$ cat src/sv/mp3ar_pkg.sv
// ----------------------------------------------------------------------------
// mp3ar_pkg
// Widths, coefficient tables, stage payload types and arithmetic helpers
// for the Layer III alias-reduction block.
// ----------------------------------------------------------------------------
package mp3ar_pkg;

    // Data widths
    localparam int SAMPLE_BITS = 24;
    localparam int COEF_BITS   = 16;
    localparam int Q23_BITS    = 24;

    // Granule geometry
    localparam int GRANULE_LEN  = 576;
    localparam int SUBBAND_LEN  = 18;
    localparam int NUM_SUBBANDS = 32;
    localparam int BUTTERFLIES  = 8;

    localparam int POS_BITS = $clog2(GRANULE_LEN);
    localparam int K_BITS   = $clog2(SUBBAND_LEN);
    localparam int SB_BITS  = $clog2(NUM_SUBBANDS);
    localparam int BF_BITS  = $clog2(BUTTERFLIES);

    // Product and sum widths
    localparam int PROD_BITS  = SAMPLE_BITS + COEF_BITS;
    localparam int RND_SHIFT  = COEF_BITS - 1;
    localparam int RPROD_BITS = PROD_BITS - RND_SHIFT;
    localparam int SUM_BITS   = RPROD_BITS + 1;

    typedef logic signed [SAMPLE_BITS-1:0] t_sample;
    typedef logic signed [COEF_BITS-1:0]   t_coef;
    typedef logic signed [RPROD_BITS-1:0]  t_rprod;
    typedef logic signed [SUM_BITS-1:0]    t_sum;
    typedef logic [POS_BITS-1:0]           t_pos;
    typedef logic [BF_BITS-1:0]            t_bf;
    typedef logic [Q23_BITS-1:0]           t_q23_tab [BUTTERFLIES];
    typedef t_coef                         t_coef_tab [BUTTERFLIES];

    // Butterfly coefficients as Q1.23 magnitudes
    localparam t_q23_tab CS_Q23 = '{
        24'd7193172, 24'd7396588, 24'd7966062, 24'd8248641,
        24'd8351009, 24'd8381566, 24'd8387762, 24'd8388551
    };
    localparam t_q23_tab CA_MAG_Q23 = '{
        24'd4315903, 24'd3957175, 24'd2628801, 24'd1525999,
        24'd793346,  24'd343644,  24'd119106,  24'd31038
    };

    // Q1.23 magnitude -> Q1.(COEF_BITS-1), round half up, saturate
    function automatic t_coef q23_to_coef(input logic [Q23_BITS-1:0] mag,
                                          input logic negate);
        logic [Q23_BITS:0] v;
        logic [Q23_BITS:0] lim;
        int                sh;
        sh  = Q23_BITS - COEF_BITS;
        v   = {1'b0, mag};
        if (sh > 0) begin
            v = (v + ((Q23_BITS + 1)'(1) << (sh - 1))) >> sh;
        end
        lim = ((Q23_BITS + 1)'(1) << (COEF_BITS - 1)) - (Q23_BITS + 1)'(1);
        if (v > lim) begin
            v = lim;
        end
        return negate ? -t_coef'(v[COEF_BITS-1:0]) : t_coef'(v[COEF_BITS-1:0]);
    endfunction

    function automatic t_coef_tab build_tab(input t_q23_tab mags, input logic negate);
        t_coef_tab tab;
        for (int i = 0; i < BUTTERFLIES; i++) begin
            tab[i] = q23_to_coef(mags[i], negate);
        end
        return tab;
    endfunction

    // cs is positive, ca carries its negative sign
    localparam t_coef_tab CS_TAB = build_tab(CS_Q23, 1'b0);
    localparam t_coef_tab CA_TAB = build_tab(CA_MAG_Q23, 1'b1);

    // Front stage -> multiply stage
    typedef struct packed {
        logic    pair;
        t_bf     bf;
        t_sample smp;
        t_sample lo;
        t_pos    idx;
        t_pos    lidx;
    } t_s1;

    // Multiply stage -> output stage (hi is the incoming sample)
    typedef struct packed {
        logic    pair;
        t_sample smp;
        t_rprod  lo_cs;
        t_rprod  hi_ca;
        t_rprod  hi_cs;
        t_rprod  lo_ca;
        t_pos    idx;
        t_pos    lidx;
    } t_s2;

endpackage

$ cat src/sv/mp3ar_if.sv
// ----------------------------------------------------------------------------
// mp3ar_if
// Valid/ready channels carrying input samples and reduced result samples.
// ----------------------------------------------------------------------------
interface mp3ar_in_if;
    logic                 valid;
    logic                 ready;
    mp3ar_pkg::t_sample   sample_in;
    logic                 first_of_granule;

    modport source (output valid, sample_in, first_of_granule, input ready);
    modport sink   (input valid, sample_in, first_of_granule, output ready);
endinterface

interface mp3ar_out_if;
    logic                 valid;
    logic                 ready;
    mp3ar_pkg::t_sample   sample_out;
    mp3ar_pkg::t_pos      sample_index;
    logic                 last_of_run;

    modport source (output valid, sample_out, sample_index, last_of_run, input ready);
    modport sink   (input valid, sample_out, sample_index, last_of_run, output ready);
endinterface

$ cat src/sv/mp3ar_front.sv
// ----------------------------------------------------------------------------
// mp3ar_front
// Position tracking, lower-sample store and the input register stage.
// ----------------------------------------------------------------------------
module mp3ar_front (
    input  logic            i_clk,
    input  logic            i_rst_n,
    mp3ar_in_if.sink        i_in,
    output logic            o_s1_valid,
    input  logic            i_s1_ready,
    output mp3ar_pkg::t_s1  o_s1
);
    import mp3ar_pkg::*;

    t_pos              r_pos, cur_pos, n_pos;
    logic [K_BITS-1:0]  r_k, cur_k, n_k;
    logic [SB_BITS-1:0] r_sb, cur_sb, n_sb;
    t_sample           r_held [BUTTERFLIES];
    logic              r_s1_valid;
    t_s1               r_s1;
    logic              accept;
    logic              is_hold;
    logic              is_pair;
    t_bf               hold_wr;
    t_bf               bf_rd;

    assign i_in.ready = !r_s1_valid || i_s1_ready;
    assign accept     = i_in.valid && i_in.ready;

    // Current position (restart on first_of_granule) and its successor
    always_comb begin
        cur_pos = i_in.first_of_granule ? '0 : r_pos;
        cur_k   = i_in.first_of_granule ? '0 : r_k;
        cur_sb  = i_in.first_of_granule ? '0 : r_sb;

        is_hold = (cur_k >= K_BITS'(SUBBAND_LEN - BUTTERFLIES))
                  && (cur_sb != SB_BITS'(NUM_SUBBANDS - 1));
        is_pair = (cur_k < K_BITS'(BUTTERFLIES)) && (cur_sb != '0);
        hold_wr = BF_BITS'(K_BITS'(SUBBAND_LEN - 1) - cur_k);
        bf_rd   = cur_k[BF_BITS-1:0];

        n_pos = (cur_pos == POS_BITS'(GRANULE_LEN - 1)) ? '0 : cur_pos + POS_BITS'(1);
        if (cur_k == K_BITS'(SUBBAND_LEN - 1)) begin
            n_k  = '0;
            n_sb = (cur_sb == SB_BITS'(NUM_SUBBANDS - 1)) ? '0 : cur_sb + SB_BITS'(1);
        end else begin
            n_k  = cur_k + K_BITS'(1);
            n_sb = cur_sb;
        end
    end

    // Position counters
    always_ff @(posedge i_clk) begin
        if (!i_rst_n) begin
            r_pos <= '0;
            r_k   <= '0;
            r_sb  <= '0;
        end else if (accept) begin
            r_pos <= n_pos;
            r_k   <= n_k;
            r_sb  <= n_sb;
        end
    end

    // Stage valid: held samples produce nothing downstream
    always_ff @(posedge i_clk) begin
        if (!i_rst_n) begin
            r_s1_valid <= 1'b0;
        end else if (i_in.ready) begin
            r_s1_valid <= accept && !is_hold;
        end
    end

    // Lower-sample store and stage payload
    always_ff @(posedge i_clk) begin
        if (accept) begin
            if (is_hold) begin
                r_held[hold_wr] <= i_in.sample_in;
            end
            r_s1.pair <= is_pair;
            r_s1.bf   <= bf_rd;
            r_s1.smp  <= i_in.sample_in;
            r_s1.lo   <= r_held[bf_rd];
            r_s1.idx  <= cur_pos;
            r_s1.lidx <= cur_pos - POS_BITS'(1) - POS_BITS'({cur_k, 1'b0});
        end
    end

    assign o_s1_valid = r_s1_valid;
    assign o_s1       = r_s1;

endmodule

$ cat src/sv/mp3ar_bfly.sv
// ----------------------------------------------------------------------------
// mp3ar_bfly
// Butterfly multiply stage: four rounded products per paired sample.
// ----------------------------------------------------------------------------
module mp3ar_bfly (
    input  logic            i_clk,
    input  logic            i_rst_n,
    input  logic            i_s1_valid,
    output logic            o_s1_ready,
    input  mp3ar_pkg::t_s1  i_s1,
    output logic            o_s2_valid,
    input  logic            i_s2_ready,
    output mp3ar_pkg::t_s2  o_s2
);
    import mp3ar_pkg::*;

    logic  r_s2_valid;
    t_s2   r_s2;
    t_coef cs;
    t_coef ca;

    // sample * coef, rounded half up to the sample scale
    function automatic t_rprod mul_round(input t_sample s, input t_coef c);
        logic signed [PROD_BITS-1:0] p;
        p = PROD_BITS'(s) * PROD_BITS'(c);
        p = p + (PROD_BITS'(1) <<< (RND_SHIFT - 1));
        return t_rprod'(p[PROD_BITS-1:RND_SHIFT]);
    endfunction

    assign cs         = CS_TAB[i_s1.bf];
    assign ca         = CA_TAB[i_s1.bf];
    assign o_s1_ready = !r_s2_valid || i_s2_ready;

    always_ff @(posedge i_clk) begin
        if (!i_rst_n) begin
            r_s2_valid <= 1'b0;
        end else if (o_s1_ready) begin
            r_s2_valid <= i_s1_valid;
        end
    end

    // Products for both halves of the butterfly
    always_ff @(posedge i_clk) begin
        if (i_s1_valid && o_s1_ready) begin
            r_s2.pair  <= i_s1.pair;
            r_s2.smp   <= i_s1.smp;
            r_s2.lo_cs <= mul_round(i_s1.lo, cs);
            r_s2.hi_ca <= mul_round(i_s1.smp, ca);
            r_s2.hi_cs <= mul_round(i_s1.smp, cs);
            r_s2.lo_ca <= mul_round(i_s1.lo, ca);
            r_s2.idx   <= i_s1.idx;
            r_s2.lidx  <= i_s1.lidx;
        end
    end

    assign o_s2_valid = r_s2_valid;
    assign o_s2       = r_s2;

endmodule

$ cat src/sv/mp3ar_outbuf.sv
// ----------------------------------------------------------------------------
// mp3ar_outbuf
// Butterfly sums with saturation and a two-entry result buffer.
// ----------------------------------------------------------------------------
module mp3ar_outbuf (
    input  logic            i_clk,
    input  logic            i_rst_n,
    input  logic            i_s2_valid,
    output logic            o_s2_ready,
    input  mp3ar_pkg::t_s2  i_s2,
    mp3ar_out_if.source     o_out
);
    import mp3ar_pkg::*;

    localparam t_sum SAT_HI = (SUM_BITS'(1) <<< (SAMPLE_BITS - 1)) - SUM_BITS'(1);
    localparam t_sum SAT_LO = -SAT_HI - SUM_BITS'(1);

    // Slot 0 holds the lower result of a pair, slot 1 the final result
    logic [1:0] r_cnt;
    t_sample    r_smp [2];
    t_pos       r_idx [2];
    logic       head;
    logic       pop;
    logic       take;
    logic       load;
    t_sum       lo_sum;
    t_sum       hi_sum;

    function automatic t_sample sat(input t_sum v);
        t_sum r;
        r = v;
        if (v > SAT_HI) begin
            r = SAT_HI;
        end else if (v < SAT_LO) begin
            r = SAT_LO;
        end
        return t_sample'(r[SAMPLE_BITS-1:0]);
    endfunction

    assign lo_sum = SUM_BITS'(i_s2.lo_cs) - SUM_BITS'(i_s2.hi_ca);
    assign hi_sum = SUM_BITS'(i_s2.hi_cs) + SUM_BITS'(i_s2.lo_ca);

    // Buffer control: refill once the last held result leaves
    assign head       = (r_cnt != 2'd2);
    assign pop        = o_out.valid && o_out.ready;
    assign take       = (r_cnt == 2'd0) || ((r_cnt == 2'd1) && o_out.ready);
    assign load       = i_s2_valid && take;
    assign o_s2_ready = take;

    always_ff @(posedge i_clk) begin
        if (!i_rst_n) begin
            r_cnt <= 2'd0;
        end else if (load) begin
            r_cnt <= i_s2.pair ? 2'd2 : 2'd1;
        end else if (pop) begin
            r_cnt <= r_cnt - 2'd1;
        end
    end

    always_ff @(posedge i_clk) begin
        if (load) begin
            r_smp[0] <= sat(lo_sum);
            r_idx[0] <= i_s2.lidx;
            r_smp[1] <= i_s2.pair ? sat(hi_sum) : i_s2.smp;
            r_idx[1] <= i_s2.idx;
        end
    end

    assign o_out.valid        = (r_cnt != 2'd0);
    assign o_out.sample_out   = r_smp[head];
    assign o_out.sample_index = r_idx[head];
    assign o_out.last_of_run  = head;

endmodule

$ cat src/sv/mp3_alias_reduction_top.sv
// ----------------------------------------------------------------------------
// mp3_alias_reduction_top
// Layer III alias-reduction butterflies over one long-block granule.
// ----------------------------------------------------------------------------
// Usage:
//   i_in takes the 576 samples of a granule in natural order; set
//   first_of_granule on sample zero to resync the position counter.
//   o_out returns each result with its granule index. Lower samples of a
//   subband boundary (offsets 10..17) are held and return nothing; when the
//   partner sample arrives, two transactions go out, the lower result with
//   last_of_run low, then the upper one with last_of_run high. All other
//   samples pass through unchanged with last_of_run high.
// Timing:
//   Three register stages (input, product, result buffer). A result passes
//   through all three before it can be taken. Pass-through and held samples go
//   at one per cycle while o_out takes results; a paired sample holds the buffer
//   until the single output port has drained the lower result of the pair.
// Reset and stall:
//   Reset zeroes the position and empties every stage; held samples are
//   undefined until written. When o_out stalls, results stay in the buffer
//   and the stages behind it fill before i_in.ready drops.
// ----------------------------------------------------------------------------
module mp3_alias_reduction_top (
    input  logic         i_clk,
    input  logic         i_rst_n,
    mp3ar_in_if.sink     i_in,
    mp3ar_out_if.source  o_out
);
    import mp3ar_pkg::*;

    logic s1_valid;
    logic s1_ready;
    t_s1  s1;
    logic s2_valid;
    logic s2_ready;
    t_s2  s2;

    mp3ar_front u_front (
        .i_clk      (i_clk),
        .i_rst_n    (i_rst_n),
        .i_in       (i_in),
        .o_s1_valid (s1_valid),
        .i_s1_ready (s1_ready),
        .o_s1       (s1)
    );

    mp3ar_bfly u_bfly (
        .i_clk      (i_clk),
        .i_rst_n    (i_rst_n),
        .i_s1_valid (s1_valid),
        .o_s1_ready (s1_ready),
        .i_s1       (s1),
        .o_s2_valid (s2_valid),
        .i_s2_ready (s2_ready),
        .o_s2       (s2)
    );

    mp3ar_outbuf u_outbuf (
        .i_clk      (i_clk),
        .i_rst_n    (i_rst_n),
        .i_s2_valid (s2_valid),
        .o_s2_ready (s2_ready),
        .i_s2       (s2),
        .o_out      (o_out)
    );

endmodule

$ cat src/flat_wrapper.sv
// flat-port wrapper written by rule: the top's interface ports become plain ports
module mp3_alias_reduction_top_flat import mp3ar_pkg::*;
  (i_clk, i_rst_n, i_in_valid, i_in_sample_in, i_in_first_of_granule, i_in_ready, o_out_valid, o_out_sample_out, o_out_sample_index, o_out_last_of_run, o_out_ready);
  mp3ar_in_if i_in_i ();
  mp3ar_out_if o_out_i ();
  input  logic i_clk;
  input  logic i_rst_n;
  input wire logic [$bits(i_in_i.valid)-1:0] i_in_valid;
  input wire logic [$bits(i_in_i.sample_in)-1:0] i_in_sample_in;
  input wire logic [$bits(i_in_i.first_of_granule)-1:0] i_in_first_of_granule;
  output wire logic [$bits(i_in_i.ready)-1:0] i_in_ready;
  output wire logic [$bits(o_out_i.valid)-1:0] o_out_valid;
  output wire logic [$bits(o_out_i.sample_out)-1:0] o_out_sample_out;
  output wire logic [$bits(o_out_i.sample_index)-1:0] o_out_sample_index;
  output wire logic [$bits(o_out_i.last_of_run)-1:0] o_out_last_of_run;
  input wire logic [$bits(o_out_i.ready)-1:0] o_out_ready;
  assign i_in_i.valid = i_in_valid;
  assign i_in_i.sample_in = i_in_sample_in;
  assign i_in_i.first_of_granule = i_in_first_of_granule;
  assign i_in_ready = i_in_i.ready;
  assign o_out_valid = o_out_i.valid;
  assign o_out_sample_out = o_out_i.sample_out;
  assign o_out_sample_index = o_out_i.sample_index;
  assign o_out_last_of_run = o_out_i.last_of_run;
  assign o_out_i.ready = o_out_ready;
  mp3_alias_reduction_top u_core (.i_clk(i_clk), .i_rst_n(i_rst_n), .i_in(i_in_i), .o_out(o_out_i));
endmodule
$ cat config.mk
export PLATFORM = sky130hd
export DESIGN_NAME = mp3_alias_reduction_top_flat
export DESIGN_NICKNAME = d
export VERILOG_FILES = /design/src/sv/mp3ar_pkg.sv /design/src/sv/mp3ar_if.sv /design/src/sv/mp3ar_front.sv /design/src/sv/mp3ar_bfly.sv /design/src/sv/mp3ar_outbuf.sv /design/src/sv/mp3_alias_reduction_top.sv /design/src/flat_wrapper.sv
export SDC_FILE = /design/constraint.sdc
export NUM_CORES = 2
export LEC_CHECK = 0
export CAP_MARGIN = 15
export CORE_MARGIN = 2
export CORE_UTILIZATION = 60
export DETAILED_ROUTE_END_ITERATION = 8
export DONT_BUFFER_PORTS = 1
export PLACE_DENSITY = 0.76
export SETUP_SLACK_MARGIN = 0.2
export SLEW_MARGIN = 20
export SYNTH_ARGS = -nofsm -noshare
export SYNTH_HDL_FRONTEND = slang
export SYNTH_HIERARCHICAL = 1
export SYNTH_SLANG_ARGS = --single-unit
export TNS_END_PERCENT = 10
$ cat constraint.sdc
create_clock -name i_clk -period 10.6 [get_ports i_clk]
set_input_delay 0.53 -clock i_clk [delete_from_list [all_inputs] [get_ports i_clk]]
set_output_delay 0.53 -clock i_clk [all_outputs]
set_load 0.02 [all_outputs]
==> run summary <==
- **Fin. Hold Viols** 0
- **number of sinks handled by clock tree synthesis** 501
- **Detailed Place HPWL** 174000 um
- **synthesized area per cell** 10.1 sq um
- **post-route minimum period** 9.06 ns
- **Antenna Nets Post-Route** 0
- **pin count of the biggest net entering global routing** 78
- **Syn Std Cell Area** 0.0727 sq mm
- **Iter 0 DRT Violations** 5387
- **multi-input logic area** 0.0497 sq mm
- **number of buffers inserted by hold repair at cts** 26
- **final critical-path share of the clock period** 85.5%
- **Top-Level Pins** 66
- **endpoint required time on the critical path** 11.02 ns
- **aggregate global routing overflow** 0
- **setup clock skew after layout** 0.0491 ns
- **Wirelength per Cell** 24.6 um
- **via total after detailed routing** 51900
- **Resized cells post-CTS** 0
- **Core Box Area** 0.120 sq mm
- **area fraction in and, or, nand and nor cells after synthesis** 9.53%
- **Via-to-Cell Ratio** 5.90
- **total setup violations reported at the end of the flow** 0
- **share of the synthesized netlist area taken by xor and xnor gates** 2.28%
- **sequential standard cell area** 0.0148 sq mm
- **warnings from Yosys** 6
- **share of final-layout standard cells stronger than drive strength 1** 4.51%
- **Crit path arrival time** 9.48 ns
- **adder-cell area share of the yosys netlist** 47.9%
- **die area** 0.124 sq mm
- **sum of routed wire length over all layers** 216000 um
- **fraction of registers with async set/reset** 0%
- **combinational family with the most area after synthesis** adder cells
- **multiplexer area fraction after synthesis** 1.15%
- **CP peak stage delay** 0.72 ns
- **setup repair after global routing missed its margin** false
- **core utilization of the finished layout** 63.8%
- **reported max-cap violation count** 0
- **number of synthesized flops with an enable pin** 477
- **fill cell count** 9591
- **number of antenna violations at the first check in global routing** 15
- **Worst Path Class, Setup** reg -> reg
- **run status** complete, no violations
- **Max clock buf depth** 3
- **Relative slew margins** 15.0%
- **cell mode on critical path** sky130_fd_sc_hd__fa_1
- **startpoint of the tightest hold check path** i_rst_n
- **vias in the first global route** 55500
- **later-pin clock latency in the skew report** 0.67 ns
- **cells traversed along the worst timing path** inv_1, ha_2, inv_2, o21ai_0, inv_1, nand2_1, fa_1, fa_1, fa_1, inv_1, fa_1, fa_1, inv_1, fa_1, inv_1, ha_1, a21oi_1, o21ai_0, nor4b_1, o21ai_0, a21oi_1, o21bai_1, a211oi_1, nor2_1
- **Top delay family on crit path** adder cells
- **fraction of the mapped netlist area in compound gates** 7.32%
- **DRC violation count after routing** 0
- **primary flip-flop cell chosen by synthesis mapping** sky130_fd_sc_hd__edfxtp_1
- **CTS tree** built
- **setup TNS after final layout** 0 ns
- **CP max FO** 16
- **maximum clock frequency** 110 MHz
- **library cell contributing the largest single delay on the critical path** sky130_fd_sc_hd__o21ai_0
- **Buffers & Inverters on Critical Path** 6
- **type of the tightest min-delay check** in -> reg
- **depth of the CTS H-tree** 2
- **effective utilization at floorplan** 60.5%
- **growth of design area from synthesis to finish** 5.44%
- **floorplan row count** 127
- **number of unique standard cell types used by synthesis** 110
- **number of max-slew violations in the final report** 0
- **DIE WIDTH** 352 um
- **sequential-to-total area share from yosys stat** 20.4%
- **count of buffers from port buffering** 0
- **post-synthesis net count** 9170
- **pin slew with the least headroom to its limit** 1.27 ns
- **GRT Total Usage** 35.8%
- **kind of start point of the critical path** flip-flop
- **cell at the root of the clock tree** sky130_fd_sc_hd__clkbuf_16
- **Worst setup startpoint** u_core/u_front/o_s1[68]
- **worst reg2reg startpoint** u_core/u_front/o_s1[68]
- **final-stage net count** 9095
- **flip-flop and latch count after synthesis** 501
- **sort of element at the end of the critical path** flip-flop
- **total CTS buffers** 52
- **clock slew seen by the registers of the worst setup and hold paths** 0.07 ns
- **Die Y** 352 um
- **# Post-CTS Setup Buffers** 0
- **Initial DRT Pass Iterations** 6
- **first-pass GRT wire length** 331000 um
- **Final Wtd Congestion** 1.04
- **cells after synthesis** 7211
==> state kept, by name, indices dropped and copies added (netlist names) <==
register,count
u_core/u_front/r_held,192
u_core/u_front/o_s1,72
u_core/u_front/o_s1_valid,1
u_core/u_outbuf/r_idx,20
u_core/u_bfly/o_s2_valid,1
u_core/u_front/r_pos,10
u_core/u_front/r_k,5
u_core/u_bfly/o_s2,145
u_core/u_front/r_sb,5
u_core/u_outbuf/r_cnt,2
u_core/u_outbuf/r_smp,48
==> area by class of cell <==
class | instances | share of cell area, %
repair buffers | 135 | 1.44
flip-flops and latches | 501 | 19.3
multi-input cells | 4524 | 64.8
diodes | 5 | 0.0163
inverters | 1922 | 9.41
clock buffers | 59 | 1.73
well taps | 1612 | 2.63
clock inverters | 39 | 0.615
==> layer usage <==
metal / global-route usage [%] / up-vias / share of wire, %
met5: 0 / - / 0.016
met4: 22.7 / 6 / 7.8
met3: 7.43 / 772 / 10
met2: 56.3 / 2925 / 46
met1: 45.7 / 26200 / 36
li1: - / 22000 / -
==> cells in the final DEF (no fill, tap or decap), drive strengths merged, types with 67 or more instances in the layout <==
cell / n
buf: 109
edfxtp: 477
xnor2: 126
nand2: 792
and2: 140
o21ai: 165
a21oi: 198
a21o: 78
fa: 1420
nor3: 67
nor2: 280
ha: 510
inv: 1925
==> logic make-up after synthesis <==
kind of cell / count (synthesis)
AO/OA/AOI/OAI: 790
XOR/XNOR: 189
adder cells (fa/ha/maj): 1932
buffers and inverters: 2186
flip-flops: 501
multiplexers: 72
AND/OR/NAND/NOR: 1541
==> metrics by stage <==
stage | worst slack [ns] | hold WS (ns) | instances | instance area [sq um]
finish | 1.54 | 0.0291 | 8797 | 76600
global route | 1.23 | 0.00328 | 8792 | 76600
CTS | 1.77 | 0.000950 | 8792 | 76600
detailed placement | 1.77 | 0.405 | 8668 | 74600
global placement | 1.98 | 0.400 | 8668 | 74600
floorplan | 2.84 | 0.400 | 7211 | 72700
==> synth_stat cells (20+ instances only) <==
| master | count | area share, % |
|---|---|---|
| sky130_fd_sc_hd__a31oi_1 | 43 | 0.37 |
| sky130_fd_sc_hd__inv_1 | 1918 | 9.9 |
| sky130_fd_sc_hd__o21a_1 | 29 | 0.30 |
| sky130_fd_sc_hd__nor3_1 | 63 | 0.43 |
| sky130_fd_sc_hd__nor2b_1 | 43 | 0.37 |
| sky130_fd_sc_hd__mux2_2 | 53 | 0.82 |
| sky130_fd_sc_hd__xnor2_1 | 126 | 1.5 |
| sky130_fd_sc_hd__a22oi_1 | 41 | 0.42 |
| sky130_fd_sc_hd__nand4_1 | 20 | 0.17 |
| sky130_fd_sc_hd__and3_1 | 48 | 0.41 |
| sky130_fd_sc_hd__a21oi_1 | 196 | 1.3 |
| sky130_fd_sc_hd__ha_1 | 510 | 8.8 |
| sky130_fd_sc_hd__edfxtp_1 | 477 | 20 |
| sky130_fd_sc_hd__clkbuf_1 | 207 | 1.1 |
| sky130_fd_sc_hd__nand2_1 | 791 | 4.1 |
| sky130_fd_sc_hd__nand3_1 | 56 | 0.39 |
| sky130_fd_sc_hd__fa_1 | 1420 | 39 |
| sky130_fd_sc_hd__and2_1 | 136 | 1.2 |
| sky130_fd_sc_hd__o21bai_1 | 28 | 0.29 |
| sky130_fd_sc_hd__buf_2 | 31 | 0.21 |
| sky130_fd_sc_hd__nand2b_1 | 33 | 0.28 |
| sky130_fd_sc_hd__xor2_1 | 63 | 0.76 |
| sky130_fd_sc_hd__o21ai_0 | 158 | 1.1 |
| sky130_fd_sc_hd__nor2_1 | 278 | 1.4 |
| sky130_fd_sc_hd__dfxtp_1 | 24 | 0.66 |
| sky130_fd_sc_hd__a21o_1 | 78 | 0.81 |
==> worst paths after layout <==
check | endpoint | slack (ns) | cells past startpoint
setup reg to reg | u_core/u_bfly/o_s2[68] | 1.54 | 24
hold reg to reg | u_core/u_bfly/o_s2[17] | 0.42 | 0
hold / removal | u_core/u_front/r_pos[7] | 0.03 | 1
setup / recovery | u_core/u_bfly/o_s2[68] | 1.54 | 24
Power is left out: the tool's default activity adds up to more than one toggle a clock period on the data nets, which glitch-free logic cannot reach.
